--- config.mk ---
export PLATFORM = sky130hd
export DESIGN_NAME = fmsv_mul
export DESIGN_NICKNAME = d
export VERILOG_FILES = /design/src/rtl/fm_synth_voice_engine_defines.svh /design/src/rtl/fmsv_pkg.sv /design/src/rtl/fmsv_mul.sv
export SDC_FILE = /design/constraint.sdc
export NUM_CORES = 1
export LEC_CHECK = 0
export BUFFER_PORTS_ARGS = -buffer_cell sky130_fd_sc_hd__buf_4
export CAP_MARGIN = 20
export CORE_ASPECT_RATIO = 1.25
export CORE_MARGIN = 2
export CORE_UTILIZATION = 56
export CTS_CLUSTER_DIAMETER = 50
export CTS_CLUSTER_SIZE = 28
export DETAILED_ROUTE_END_ITERATION = 10
export GPL_TIMING_DRIVEN = 0
export HOLD_SLACK_MARGIN = 0.06
export PLACE_DENSITY = 0.79
export RECOVER_POWER = 25
export SYNTH_ARGS = -nofsm -noshare
export SYNTH_HDL_FRONTEND = slang
export SYNTH_SLANG_ARGS = --single-unit
--- constraint.sdc ---
create_clock -name aclk -period 4.7 [get_ports aclk]
set_clock_uncertainty 0.15 [all_clocks]
set_input_delay 0 -clock aclk [delete_from_list [all_inputs] [get_ports aclk]]
set_output_delay 0 -clock aclk [all_outputs]
set_load 0.05 [all_outputs]
--- src/rtl/fm_synth_voice_engine_defines.svh ---
// Assertion macros for the FM voice engine.
// Used by the top level only; expects aclk and aresetn in scope.
`ifndef FM_SYNTH_VOICE_ENGINE_DEFINES_SVH
`define FM_SYNTH_VOICE_ENGINE_DEFINES_SVH

// same-cycle implication
`define FMSV_ASSERT_IMPLY(label, ante, cons) \
    label: assert property (@(posedge aclk) disable iff (!aresetn) (ante) |-> (cons)) \
        else $error("fm_synth_voice_engine: implication check failed");

// next-cycle implication
`define FMSV_ASSERT_NEXT(label, ante, cons) \
    label: assert property (@(posedge aclk) disable iff (!aresetn) (ante) |=> (cons)) \
        else $error("fm_synth_voice_engine: next-cycle check failed");

`endif

--- src/rtl/fmsv_pkg.sv ---
// Shared types and constants of the FM voice engine.
// No dependencies; used by fmsv_mul and fm_synth_voice_engine.
package fmsv_pkg;

    // digit-serial multiplier geometry
    localparam int MUL_A_W   = 36;
    localparam int MUL_B_W   = 32;
    localparam int MUL_P_W   = MUL_A_W + MUL_B_W;
    localparam int DIGIT_W   = 8;
    localparam int MUL_STEPS = MUL_B_W / DIGIT_W;

    // envelope stage codes
    typedef enum logic [1:0] {
        STG_RELEASE = 2'd0,
        STG_ATTACK  = 2'd1,
        STG_DECAY   = 2'd2,
        STG_HOLD    = 2'd3
    } stage_t;

    // one operator entry of the operator store
    typedef struct packed {
        logic [31:0] phase;
        logic [24:0] level;
        stage_t      stage;
    } op_word_t;

    // input kinds
    localparam logic [1:0] MODE_TICK = 2'd0;
    localparam logic [1:0] MODE_ON   = 2'd1;
    localparam logic [1:0] MODE_OFF  = 2'd2;

    // configuration register indexes
    localparam logic [3:0] CFG_ATTACK_A  = 4'd0;
    localparam logic [3:0] CFG_ATTACK_B  = 4'd1;
    localparam logic [3:0] CFG_DECAY_A   = 4'd2;
    localparam logic [3:0] CFG_DECAY_B   = 4'd3;
    localparam logic [3:0] CFG_RELEASE_A = 4'd4;
    localparam logic [3:0] CFG_RELEASE_B = 4'd5;
    localparam logic [3:0] CFG_TUNING_B  = 4'd6;
    localparam logic [3:0] CFG_VOLUME_B  = 4'd7;

    // configuration reset values
    localparam logic [24:0] RST_ATTACK_A  = 25'd335544;
    localparam logic [24:0] RST_ATTACK_B  = 25'd8389;
    localparam logic [31:0] RST_DECAY_A   = 32'd4294954411;
    localparam logic [31:0] RST_DECAY_B   = 32'd4294924346;
    localparam logic [31:0] RST_RELEASE_A = 32'd4291960819;
    localparam logic [31:0] RST_RELEASE_B = 32'd4294537799;
    localparam logic [19:0] RST_TUNING_B  = 20'd66191;
    localparam logic [16:0] RST_VOLUME_B  = 17'd39322;

    // fixed values
    localparam logic [25:0] ONE_Q24        = 26'd16777216;
    localparam logic [24:0] SUSTAIN_A      = 25'd8388608;
    localparam logic [24:0] SUSTAIN_B      = 25'd11744051;
    localparam logic [16:0] VOL_A          = 17'd65536;
    localparam logic [31:0] MIX_SCALE      = 32'd3000;
    localparam logic [31:0] OFFSET_EIGHTH  = 32'h2000_0000;
    localparam logic [31:0] OFFSET_QUARTER = 32'h4000_0000;
    localparam logic [6:0]  NOTE_LIMIT     = 7'd95;

    // top octave phase increments, one per semitone
    function automatic logic [31:0] top_octave(input logic [3:0] k);
        logic [31:0] v;
        case (k)
            4'd0:    v = 32'd101920476;
            4'd1:    v = 32'd107980983;
            4'd2:    v = 32'd114401866;
            4'd3:    v = 32'd121204555;
            4'd4:    v = 32'd128411753;
            4'd5:    v = 32'd136047513;
            4'd6:    v = 32'd144137319;
            4'd7:    v = 32'd152708170;
            4'd8:    v = 32'd161788699;
            4'd9:    v = 32'd171409126;
            4'd10:   v = 32'd181601643;
            4'd11:   v = 32'd192400238;
            default: v = 32'd0;
        endcase
        return v;
    endfunction

endpackage

--- src/rtl/fmsv_mul.sv ---
// Digit-serial unsigned multiplier, one 8-bit digit of b per cycle.
// Depends on fmsv_pkg for operand widths.
module fmsv_mul (
    input  logic                          aclk,
    input  logic                          aresetn,
    input  logic                          start,
    input  logic [fmsv_pkg::MUL_A_W-1:0]  a,
    input  logic [fmsv_pkg::MUL_B_W-1:0]  b,
    output logic                          busy,
    output logic                          done,
    output logic [fmsv_pkg::MUL_P_W-1:0]  prod
);

    localparam int CW = $clog2(fmsv_pkg::MUL_STEPS);
    localparam int TW = fmsv_pkg::MUL_A_W + fmsv_pkg::DIGIT_W;

    logic [fmsv_pkg::MUL_A_W-1:0] a_reg;
    logic [fmsv_pkg::MUL_B_W-1:0] b_reg;
    logic [fmsv_pkg::MUL_P_W-1:0] prod_reg;
    logic [CW-1:0]                cnt_reg;
    logic                         busy_reg;
    logic                         done_reg;
    logic [TW-1:0]                step_sum;

    // partial product of one digit added to the upper half
    assign step_sum = TW'(prod_reg[fmsv_pkg::MUL_P_W-1:fmsv_pkg::MUL_B_W])
                    + TW'(a_reg) * TW'(b_reg[fmsv_pkg::DIGIT_W-1:0]);

    // control
    always_ff @(posedge aclk) begin
        if (!aresetn) begin
            busy_reg <= 1'b0;
            done_reg <= 1'b0;
            cnt_reg  <= '0;
        end else begin
            done_reg <= 1'b0;
            if (start) begin
                busy_reg <= 1'b1;
                cnt_reg  <= '0;
            end else if (busy_reg) begin
                cnt_reg <= cnt_reg + 1'b1;
                if (cnt_reg == CW'(fmsv_pkg::MUL_STEPS - 1)) begin
                    busy_reg <= 1'b0;
                    done_reg <= 1'b1;
                end
            end
        end
    end

    // operand and product shift registers
    always_ff @(posedge aclk) begin
        if (start) begin
            a_reg    <= a;
            b_reg    <= b;
            prod_reg <= '0;
        end else if (busy_reg) begin
            b_reg    <= b_reg >> fmsv_pkg::DIGIT_W;
            prod_reg <= {step_sum,
                         prod_reg[fmsv_pkg::MUL_B_W-1:fmsv_pkg::DIGIT_W]};
        end
    end

    assign busy = busy_reg;
    assign done = done_reg;
    assign prod = prod_reg;

endmodule

==> results.cfg <==
[run_status]
outcome = finished with violations
violations = max-capacitance violations, max-slew violations, negative setup slack

[timing]
fin_ws_ns = -0.6662
slew_viol_final = 38
fin_crit_ns = 5.366
fmax_ghz = 0.1864
hold_viol = 0
slew-limit-headroom = -0.6464
grt_setup_unrepaired = true
worst_pin_slew_ns = 2.470
fin_crit_sh = 1.142
setup_violations = 34

[clock_tree]
cts_inserted_buffers = 17
cts_tree = done
clk_pin_slew_ns = 0.07
cts_num_sinks = 140
cts-root-buf = clkbuf_16
cts_buffer_depth = 2
ctsHtreeMaxLevel = 4
clkLatencyLatePin_ns = 0.46

[worst_setup_path]
startpoint_type = flip-flop
crit_path_max_incr_delay_ns = 0.56
path_max_fanout = 6
r2r_start = b_reg[1]$_DFFE_PP_
cp.required_ns = 4.93
r2r-end = prod[60]$_SDFFE_PP0P_
crit_arrival_ns = 5.60
crit_top_cell = fa_1
cp-end-kind = flip-flop
critPathKind = flip-flop to flip-flop
reg2reg_setup_slack_ns = -0.67
rr_worst_depth = 22
slowest_stage = fa_1
crit_chain = clkbuf_16 -> clkbuf_16 -> buf_12 -> nand2_2 -> fa_1 -> inv_2 -> fa_1 -> fa_1 -> inv_1 -> fa_1 -> inv_2 -> ha_4 -> buf_6 -> buf_4 -> nand3_4 -> nor3_1 -> nor2_1 -> nand3_2 -> nand2_4 -> o21ba_4 -> or4_4 -> o211ai_1

[cells_and_area]
largest_reg_flops = 68
post-route-util = 0.7566
nets = 2273
multi_input_area_sq_mm = 0.01111
syn2layout_area_growth_pct = 33.00
fillers = 1738
drive_gt1_frac = 0.2743
seqCellArea_sq_mm = 0.003511

[floorplan]
die_width_um = 151.4
dieArea_sq_mm = 0.02851
num_io_pins = 141
core_sq_mm = 0.02674
die_y_um = 188.3
start_util = 0.5688
num_rows = 67

[synthesis]
syn_inst = 1574
muxShareOfSynthArea = 0.04672
synth_edf_count = 68
synth_cell_type_count = 70
async_flop_share = 0
synth-adder-area-share = 0.3693
yosys-top-cells-area = fa_1 (32%), edfxtp_1 (13%), dfxtp_1 (9.5%)
synth_xor_area_frac = 0.02015
synth_ff_type = dfxtp_1
syn_avg_cell_area_sq_um = 9.665
synth_area_leader_cell = fa_1
synth_simple_gate_area_share = 0.1619
synth_warnings = 0
synth_compound_area_frac = 0.07041
yosysTopAreaCellShare = 0.3158
ys_seq_area_frac = 0.2290
ys_ff_latch = 140
synth_top_family_by_area = adder cells
synth_nets = 1950
synth_area_sq_mm = 0.01521

[global_routing]
grt_pass1_vias = 13510
grt_max_degree = 38
track_usage = 0.3312
use_met2 = 0.5621
grtUsageMet1 = 0.3767
grt_overflow = 0
antenna_found_initial = 1
use_met3 = 0.07385
grt_pass1_wl_um = 70850
grt_busiest_layer = met2

[detailed_routing]
first_iter_violations = 810
drt_pass1_iterations = 7
finalWirelength_um = 46850
wire_per_inst_um = 20.77
post-route-drc-count = 0
num_vias = 12760
via_per_inst = 5.656
ant_nets = 0

[place]
portBuffers = 140
gp_congestion = 0.9580
dpl.hpwl_um = 32750

[hold_path]
hp-class = input pin to flip-flop
worstHoldEndpoint = a_reg[3]$_DFFE_PP_
hp-start = a[3]
holdPathStages = 2

[run]
maxCapViolCount = 1
-- critical path, delay by kind of cell (launching register included) --
kind	cells	cell delay [ns]
adders and majority gates	5	2.31
and+or+nand+nor	7	1.21
buffers and inverters	8	0.82
AOI/OAI and AO/OA	2	0.43
DFF	1	0.37
-- stage by stage --
stage	instances	setup TNS, ns	hold slack [ns]	worst slack (ns)	instance area [sq um]
after floorplan	1574	-0.4105	-0.05113	-0.08335	15490
after global placement	2059	-34.70	0.02828	-1.424	16970
after detailed placement	2060	-35.45	0.02927	-1.387	16990
after CTS	2224	-10.91	0.09577	-0.5776	19600
after global routing	2255	-19.18	0.1193	-0.8040	20230
final	2256	-14.56	0.1239	-0.6662	20230
-- worst max path at each step --
stage	startpoint	to	cells after the start
floorplan	b_reg[0]$_DFFE_PP_	prod[60]$_SDFFE_PP0P_	19
global placement	b_reg[7]$_DFFE_PP_	prod[59]$_SDFFE_PP0P_	17
detailed placement	b_reg[7]$_DFFE_PP_	prod[62]$_SDFFE_PP0P_	18
CTS	b_reg[2]$_DFFE_PP_	prod[54]$_SDFFE_PP0P_	18
global route	b_reg[5]$_DFFE_PP_	prod[63]$_SDFFE_PP0P_	19
finish	b_reg[1]$_DFFE_PP_	prod[60]$_SDFFE_PP0P_	22
-- synth_stat cells, drive strengths merged (2+ instances only) --
cell type	count
o21ai	25
mux2i	44
o41ai	2
a2111oi	2
mux2	24
nand4	14
buf	16
xnor2	20
o21a	7
a21oi	47
ha	65
nor3	8
a21o	13
or4	3
inv	313
nor2b	5
and2	202
nand2	135
o31ai	3
xor2	15
nand3	13
fa	240
a31oi	5
a211oi	8
nor2	77
a221oi	2
o211ai	8
clkbuf	51
dfxtp	72
a41oi	2
edfxtp	68
clkdlybuf4s15	3
o22ai	18
o21bai	5
a21boi	5
or3	2
or2	3
nand2b	6
a31o	3
nor4	2
and3	2
-- cell usage in the layout, fill, tap and decap left out, types with 12 or more instances in the layout --
master	instances
nor2_1	71
a21oi_2	17
ha_4	13
clkbuf_16	29
nand4_1	14
xnor2_1	16
and2_1	184
edfxtp_1	68
clkbuf_4	37
dfxtp_1	50
inv_1	302
mux2_2	24
buf_4	189
mux2i_1	44
fa_1	231
ha_1	46
buf_6	19
nand2_1	127
a21o_1	12
and2_4	18
dlygate4sd3_1	70
a21oi_1	21
o22ai_1	18
clkbuf_1	18
dfxtp_2	22
-- repair_timing --
item                                    in CTS  in global routing
setup buffers                               66                 32
hold buffers                                70                  0
gates resized for setup                    161                 93
endpoints found under the setup margin      36                 34
pin swaps                                   71                 59
cloned                                       1                  0
hold endpoints to repair                   108                  0
-- metal layers --
layer / share of wire / vias up
met2: 0.51 / 663
li1: - / 5554
met3: 0.075 / 211
met4: 0.073 / 0
met1: 0.35 / 6332
met5: 0 / -
-- layout make-up --
type,instances,share of cell area
Clock buffer,17,0.02103
Timing Repair Buffer,310,0.1291
Sequential cell,140,0.1735
Buffer,65,0.03810
Multi-Input combinational cell,1049,0.5491
Antenna cell,1,0.0001237
Inverter,314,0.05826
Tap cell,345,0.02134
Clock inverter,15,0.009462
-- kinds of logic (layout without fill, tap and decap cells) --
family	count (synthesis)	count (layout)
simple gates	476	476
xor+xnor	35	35
other cells	0	1
flops	140	140
compound gates	165	165
buf+inv	385	721
fa+ha+maj	305	305
mux	68	68
Power is not shown: default switching activity piles up to over one toggle a cycle in this logic, so the estimate is an artifact.
